`config.mk`:
```
export PLATFORM = sky130hd
export DESIGN_NAME = clip_rect_stack_top
export DESIGN_NICKNAME = d
export VERILOG_FILES = /design/src/hw/rtl/crs_pkg.sv /design/src/hw/rtl/crs_ctrl.sv /design/src/hw/rtl/crs_dp.sv /design/src/hw/rtl/clip_rect_stack_top.sv
export SDC_FILE = /design/constraint.sdc
export NUM_CORES = 2
export LEC_CHECK = 0
export ABC_AREA = 1
export BUFFER_PORTS_ARGS = -buffer_cell sky130_fd_sc_hd__buf_2
export CAP_MARGIN = 15
export CORE_MARGIN = 2
export CORE_UTILIZATION = 45
export DETAILED_ROUTE_END_ITERATION = 12
export SYNTH_ARGS = -nofsm -noshare
export SYNTH_HDL_FRONTEND = slang
export SYNTH_SLANG_ARGS = --single-unit
```
`constraint.sdc`:
```
create_clock -name clk -period 9.3 [get_ports clk]
set_input_delay 1.86 -clock clk [delete_from_list [all_inputs] [get_ports clk]]
set_output_delay 1.86 -clock clk [all_outputs]
set_load 0.05 [all_outputs]
```
`src/hw/rtl/crs_pkg.sv`:
```
// Shared types, constants and codes for the clip rectangle stack.
package crs_pkg;

  localparam int STACK_DEPTH = 16;
  localparam int CNT_W       = $clog2(STACK_DEPTH + 1);
  localparam int PTR_W       = $clog2(STACK_DEPTH);
  localparam int EXT_W       = 18;

  typedef enum logic [1:0] {
    CMD_PUSH  = 2'd0,
    CMD_POP   = 2'd1,
    CMD_CLEAR = 2'd2
  } crs_cmd_t;

  typedef enum logic [1:0] {
    ST_IDLE,
    ST_EXEC,
    ST_POP_RD
  } crs_state_t;

  typedef struct packed {
    logic [1:0]         command;
    logic signed [15:0] box_x;
    logic signed [15:0] box_y;
    logic [14:0]        box_w;
    logic [14:0]        box_h;
  } crs_in_t;

  typedef struct packed {
    logic signed [15:0] clip_x;
    logic signed [15:0] clip_y;
    logic [14:0]        clip_w;
    logic [14:0]        clip_h;
    logic               clip_on;
    logic               overflow;
  } crs_out_t;

  typedef struct packed {
    logic signed [15:0] x;
    logic signed [15:0] y;
    logic [14:0]        w;
    logic [14:0]        h;
  } crs_rect_t;

  // controller to datapath
  typedef struct packed {
    logic load_in;
    logic push;
    logic push_ovf;
    logic pop_off;
    logic pop_rd;
    logic pop_load;
    logic clear;
  } crs_ctl_t;

  // datapath to controller
  typedef struct packed {
    logic [1:0] command;
    logic       empty;
    logic       one;
    logic       full;
  } crs_sts_t;

endpackage

```
`src/hw/rtl/crs_ctrl.sv`:
```
// Controller state machine sequencing each command through the datapath.
module crs_ctrl import crs_pkg::*; (
  input  logic     clk,
  input  logic     rst_n,
  input  logic     start,
  output logic     busy,
  input  crs_sts_t sts,
  output crs_ctl_t ctl
);

  crs_state_t state_r, state_nxt;

  always_ff @(posedge clk) begin
    if (!rst_n) begin
      state_r <= ST_IDLE;
    end else begin
      state_r <= state_nxt;
    end
  end

  always_comb begin
    state_nxt = state_r;
    ctl       = '0;
    busy      = 1'b1;
    case (state_r)
      ST_IDLE: begin
        busy = 1'b0;
        if (start) begin
          ctl.load_in = 1'b1;
          state_nxt   = ST_EXEC;
        end
      end
      ST_EXEC: begin
        state_nxt = ST_IDLE;
        case (sts.command)
          CMD_PUSH: begin
            if (sts.full) ctl.push_ovf = 1'b1;
            else          ctl.push     = 1'b1;
          end
          CMD_POP: begin
            if (sts.one) begin
              ctl.pop_off = 1'b1;
            end else if (!sts.empty) begin
              // fetch the entry beneath the top
              ctl.pop_rd = 1'b1;
              state_nxt  = ST_POP_RD;
            end
          end
          CMD_CLEAR: ctl.clear = 1'b1;
          default: ;
        endcase
      end
      ST_POP_RD: begin
        ctl.pop_load = 1'b1;
        state_nxt    = ST_IDLE;
      end
      default: state_nxt = ST_IDLE;
    endcase
  end

endmodule

```
`src/hw/rtl/crs_dp.sv`:
```
// Datapath: command register, top-of-stack register, stack memory and result register.
module crs_dp import crs_pkg::*; (
  input  logic     clk,
  input  logic     rst_n,
  input  crs_in_t  in_data,
  input  crs_ctl_t ctl,
  output crs_sts_t sts,
  output logic     out_valid,
  output crs_out_t out_data
);

  crs_in_t            in_r;
  crs_rect_t          top_r, top_nxt;
  crs_rect_t          rd_r;
  logic [CNT_W-1:0]   count_r, count_nxt;
  logic               out_valid_r, out_valid_nxt;
  crs_out_t           out_r, out_nxt;
  crs_rect_t          mem [STACK_DEPTH];

  logic [CNT_W-1:0]   cnt_m2;
  logic [PTR_W-1:0]   rd_addr;
  logic [PTR_W-1:0]   wr_addr;

  logic signed [EXT_W-1:0] px, py, bx, by, pr, pb, br, bb;
  logic signed [EXT_W-1:0] x0, x1, y0, y1, dw, dh;
  crs_rect_t               isect, push_val;

  assign sts.command = in_r.command;
  assign sts.empty   = (count_r == '0);
  assign sts.one     = (count_r == CNT_W'(1));
  assign sts.full    = (count_r >= CNT_W'(STACK_DEPTH));

  assign cnt_m2  = count_r - CNT_W'(2);
  assign rd_addr = cnt_m2[PTR_W-1:0];
  assign wr_addr = count_r[PTR_W-1:0];

  // intersection of the incoming box with the current top
  always_comb begin
    px = EXT_W'(top_r.x);
    py = EXT_W'(top_r.y);
    bx = EXT_W'(in_r.box_x);
    by = EXT_W'(in_r.box_y);
    pr = px + $signed({{(EXT_W-15){1'b0}}, top_r.w});
    pb = py + $signed({{(EXT_W-15){1'b0}}, top_r.h});
    br = bx + $signed({{(EXT_W-15){1'b0}}, in_r.box_w});
    bb = by + $signed({{(EXT_W-15){1'b0}}, in_r.box_h});
    x0 = (px > bx) ? px : bx;
    y0 = (py > by) ? py : by;
    x1 = (pr < br) ? pr : br;
    y1 = (pb < bb) ? pb : bb;
    dw = x1 - x0;
    dh = y1 - y0;
    if (dw < EXT_W'(1) || dh < EXT_W'(1)) begin
      isect = '0;
    end else begin
      isect.x = x0[15:0];
      isect.y = y0[15:0];
      isect.w = dw[14:0];
      isect.h = dh[14:0];
    end
  end

  always_comb begin
    if (count_r == '0) begin
      push_val.x = in_r.box_x;
      push_val.y = in_r.box_y;
      push_val.w = in_r.box_w;
      push_val.h = in_r.box_h;
    end else begin
      push_val = isect;
    end
  end

  always_comb begin
    top_nxt       = top_r;
    count_nxt     = count_r;
    out_valid_nxt = 1'b0;
    out_nxt       = out_r;
    if (ctl.push) begin
      top_nxt       = push_val;
      count_nxt     = count_r + CNT_W'(1);
      out_valid_nxt = 1'b1;
      out_nxt       = {push_val.x, push_val.y, push_val.w, push_val.h, 1'b1, 1'b0};
    end
    if (ctl.push_ovf) begin
      // drop the box, report the unchanged top
      out_valid_nxt = 1'b1;
      out_nxt       = {top_r.x, top_r.y, top_r.w, top_r.h, 1'b1, 1'b1};
    end
    if (ctl.pop_off) begin
      count_nxt     = '0;
      out_valid_nxt = 1'b1;
      out_nxt       = '0;
    end
    if (ctl.pop_rd) begin
      count_nxt = count_r - CNT_W'(1);
    end
    if (ctl.pop_load) begin
      top_nxt       = rd_r;
      out_valid_nxt = 1'b1;
      out_nxt       = {rd_r.x, rd_r.y, rd_r.w, rd_r.h, 1'b1, 1'b0};
    end
    if (ctl.clear) begin
      count_nxt = '0;
    end
  end

  always_ff @(posedge clk) begin
    if (!rst_n) begin
      count_r     <= '0;
      out_valid_r <= 1'b0;
    end else begin
      count_r     <= count_nxt;
      out_valid_r <= out_valid_nxt;
    end
  end

  always_ff @(posedge clk) begin
    if (ctl.load_in) in_r <= in_data;
    top_r <= top_nxt;
    out_r <= out_nxt;
  end

  always_ff @(posedge clk) begin
    if (ctl.push) mem[wr_addr] <= push_val;
  end

  always_ff @(posedge clk) begin
    if (ctl.pop_rd) rd_r <= mem[rd_addr];
  end

  assign out_valid = out_valid_r;
  assign out_data  = out_r;

  a_count_bound: assert property (@(posedge clk) disable iff (!rst_n)
    count_r <= CNT_W'(STACK_DEPTH))
    else $error("stack count beyond depth");

  a_strobe_single: assert property (@(posedge clk) disable iff (!rst_n)
    out_valid_r |=> !out_valid_r)
    else $error("result strobe held for two cycles");

  a_ovf_only_full: assert property (@(posedge clk) disable iff (!rst_n)
    ctl.push_ovf |-> count_r == CNT_W'(STACK_DEPTH))
    else $error("push dropped while stack not full");

  a_off_is_zero: assert property (@(posedge clk) disable iff (!rst_n)
    (out_valid_r && !out_r.clip_on) |-> (out_r.clip_w == '0 && out_r.clip_h == '0
      && !out_r.overflow && count_r == '0))
    else $error("clipping off reported with non-empty state");

endmodule

```
`src/hw/rtl/clip_rect_stack_top.sv`:
```
// Top level of the nested clip rectangle stack.
//
// Input: present a command on in_data with start high; it is taken at the
// clock edge where start is high and busy is low. Commands are push box,
// pop top entry and clear stack.
// Output: each result sits on out_data for exactly one cycle with
// out_valid high; the receiver has no way to hold it off.
// Push: one result, passed through the command register and then the result
// register (intersected box, or the unchanged top with overflow set when
// full); busy only in the execute state. Pop: the same path when the stack
// empties; an older entry read back from the stack memory passes its
// registered read port first; no result on an empty stack.
// Clear and the unused code give no result and keep busy for one cycle.
// The next command is taken once busy falls, after the execute state and,
// for a pop that leaves entries behind, the pop read state.
// Reset empties the stack at once; memory contents are not cleared.
module clip_rect_stack_top import crs_pkg::*; (
  input  logic     clk,
  input  logic     rst_n,
  input  logic     start,
  output logic     busy,
  input  crs_in_t  in_data,
  output logic     out_valid,
  output crs_out_t out_data
);

  crs_ctl_t ctl;
  crs_sts_t sts;

  crs_ctrl u_ctrl (
    .clk   (clk),
    .rst_n (rst_n),
    .start (start),
    .busy  (busy),
    .sts   (sts),
    .ctl   (ctl)
  );

  crs_dp u_dp (
    .clk       (clk),
    .rst_n     (rst_n),
    .in_data   (in_data),
    .ctl       (ctl),
    .sts       (sts),
    .out_valid (out_valid),
    .out_data  (out_data)
  );

endmodule

```
==> impl_metrics.json <==
{
  "drv_slew": 0,
  "numCtsBuffers": 130,
  "synthTopCellsByCount": "1242 x edfxtp_1, 938 x nand2_1, 719 x nor2_1",
  "slowest_delay_ns": 0.58,
  "critPathMaxFanout": 56,
  "die-height_um": 358.9,
  "status": "complete, no violations",
  "drc": 0,
  "cts_tree": "yes",
  "crit_type": "register to register",
  "p_leak_nw": 23.42,
  "ir_drop_uv": 190.5,
  "start_util": 0.4527,
  "h-tree-depth": 4,
  "routedWlPerCell_um": 26.86,
  "cts-root-buf": "clkbuf_16",
  "crit_buf_inv": 4,
  "grt_pass1_wl_mm": 266.7,
  "hpwl_mm": 108.8,
  "cts-resized-gates": 0,
  "synth_top_area_cell": "edfxtp_1",
  "fp.dieW_um": 358.9,
  "ys_seq_elements": 1252,
  "fin_tns_setup_ns": 0,
  "synthFlopType": "edfxtp_1",
  "routed_via_density": 6.056,
  "yosysMostFrequentCell": "edfxtp_1",
  "floorplan.die_area_um2": 128800,
  "clk_latency_ns": 0.77,
  "drive_above_1_share": 0.08166,
  "finalNetCount": 5367,
  "grt_pass1_vias": 38440,
  "reg2reg_slack_ns": 0.69,
  "crit_required_ns": 9.90,
  "min-delay-start": "u_dp.out_data[0]",
  "synth_cell_types": 43,
  "netlist.area_leader.share": 0.6579,
  "slew_headroom": 0.1905,
  "drt_wl_total_mm": 184.8,
  "rsz0062_at_grt": "no",
  "max_freq_mhz": 116.2,
  "ys_seq_area_frac": 0.6614,
  "cp-start-kind": "register",
  "holdCritPathClass": "register to register",
  "core-area_um2": 125200,
  "postRouteAntennaNets": 0,
  "synth_edf_count": 1242,
  "syn_area_per_cell_um2": 11.18,
  "syn-cell-area_um2": 56690,
  "synth.area.top_cells": "edfxtp_1 66%, nand2_1 6.2%, o21ai_0 5.0%",
  "syn-num-nets": 5310,
  "worstMarginPinSlew_ns": 1.211,
  "firstDrtPassIters": 6,
  "clockBufferDepth": 3,
  "synth-async-reset-ratio": 0,
  "io_pins": 133,
  "rows": 130,
  "track_usage": 0.2815,
  "hold_violations": 0,
  "fin_skew_ns": 0.03032,
  "path_delay_family": "simple AND/OR/NAND/NOR gates",
  "synthCells": 5072,
  "cts.sinks": 1252,
  "finalSetupViolations": 0,
  "overflow": 0,
  "place_congestion": 0.9985,
  "arrival_ns": 9.20,
  "area_growth_pct": 11.41,
  "path_clk_slew_ns": 0.06,
  "p_per_area_nw_per_um2": 215.1,
  "crit_start": "u_dp.top_r[0]",
  "first_iter_violations": 5959,
  "drv_cap": 0,
  "rr_startpoint": "u_dp.top_r[0]",
  "grt_max_degree": 230,
  "vias": 41670,
  "numPortBuffers": 132,
  "min_period_over_period": 0.9254,
  "end_kind": "register",
  "cts_hold_buffers": 0,
  "cts_setup_buffers": 0,
  "min_period_ns": 8.606,
  "ys_warn_count": 0,
  "power.total_mw": 13.58,
  "slowest_stage": "inv_1",
  "critPathMostFrequentCell": "nand2_1",
  "antenna_found_initial": 5
}
[final timing paths]
path                            cells past startpoint          endpoint
worst min-delay path                                2  u_dp.out_data[0]
worst max-delay path                               41    u_dp.top_r[17]
worst min register to register                      2  u_dp.out_data[0]
worst max register to register                     41    u_dp.top_r[17]
[final cells by class]
| type | instances | area, um^2 |
|---|---|---|
| fillers | 11010 | 62090 |
| diodes | 1 | 2.502 |
| repair buffers | 201 | 1241 |
| multi-input cells | 3302 | 17380 |
| well taps | 1650 | 2064 |
| clock inverters | 72 | 603.1 |
| clock buffers | 160 | 3430 |
| flip-flops and latches | 1252 | 37500 |
| inverters | 242 | 935.9 |
[metal layers]
layer,routed length [um],GRT usage
met1,78470,0.4129
met3,21050,0.06378
met2,80580,0.4194
met5,13,0
met4,4702,0.08124
[sequential cells by signal, indices dropped and copies added, names as in the netlist]
signal	cells
u_dp.bx	16
u_dp.out_valid	1
u_dp.px	16
u_dp.top_r	30
u_ctrl.state_r	2
u_dp.py	16
u_dp.sts	2
u_dp.rd_r	62
u_dp.out_data	64
u_dp.in_r	30
u_dp.mem	992
u_dp.count_r	5
u_dp.by	16
[power breakdown]
part	internal (mW)	switching, mW	leakage (nW)	total [mW]
clock	2.83	2.19	1.96	5.02
combinational	0.542	1.55	10.1	2.10
sequential	6.41	0.0588	11.3	6.47
[cells in the final DEF (no fill, tap or decap), types with 5 or more instances in the layout]
master and instances:
ha_1 164, xnor2_1 19, nand3b_1 10, buf_12 5
clkinv_2 18, a21oi_1 159, nand4_1 43, nor2_4 17
clkbuf_16 133, xor2_1 38, dfxtp_1 8, clkinv_1 33
nand3_1 241, o21ai_0 563, o211ai_1 75, buf_4 64
nor3_1 20, nand3_2 12, a211oi_1 6, edfxtp_1 1242
buf_2 132, nand2_1 936, bufinv_16 7, clkbuf_1 27
o221ai_1 178, a31oi_1 5, inv_1 234, inv_6 8
nor2_1 702, fa_1 6, or2_2 5, o22ai_1 70
[worst min-delay path: stages, from the launching register on]
cell	delay [ns]
dfxtp_1	0.31
nor2_1	0.10
nor3_1	0.05
[stage by stage]
| step | hold WS, ns | instance area [um^2] | setup WS, ns | utilization | std cells |
|---|---|---|---|---|---|
| detailed placement | 0.4979 | 59120 | 0.9717 | 0.4721 | 6647 |
| floorplan | 0.5067 | 56690 | 2.721 | - | 5072 |
| global route | 0.5368 | 63160 | 0.2139 | 0.5043 | 6879 |
| CTS | 0.5066 | 63160 | 0.9685 | 0.5043 | 6879 |
| finish | 0.5053 | 63160 | 0.6937 | 0.5043 | 6880 |
| global placement | 0.4873 | 59120 | 0.9402 | 0.4721 | 6647 |
[kinds of logic after synthesis]
family,after synthesis,synth area share
buf+inv,518,0.03549
simple gates,1995,0.1422
fa+ha+maj,171,0.03853
compound gates,1078,0.1134
xor+xnor,58,0.008960
flops,1252,0.6614
No activity file was read; power rests on OpenSTA's default activity.
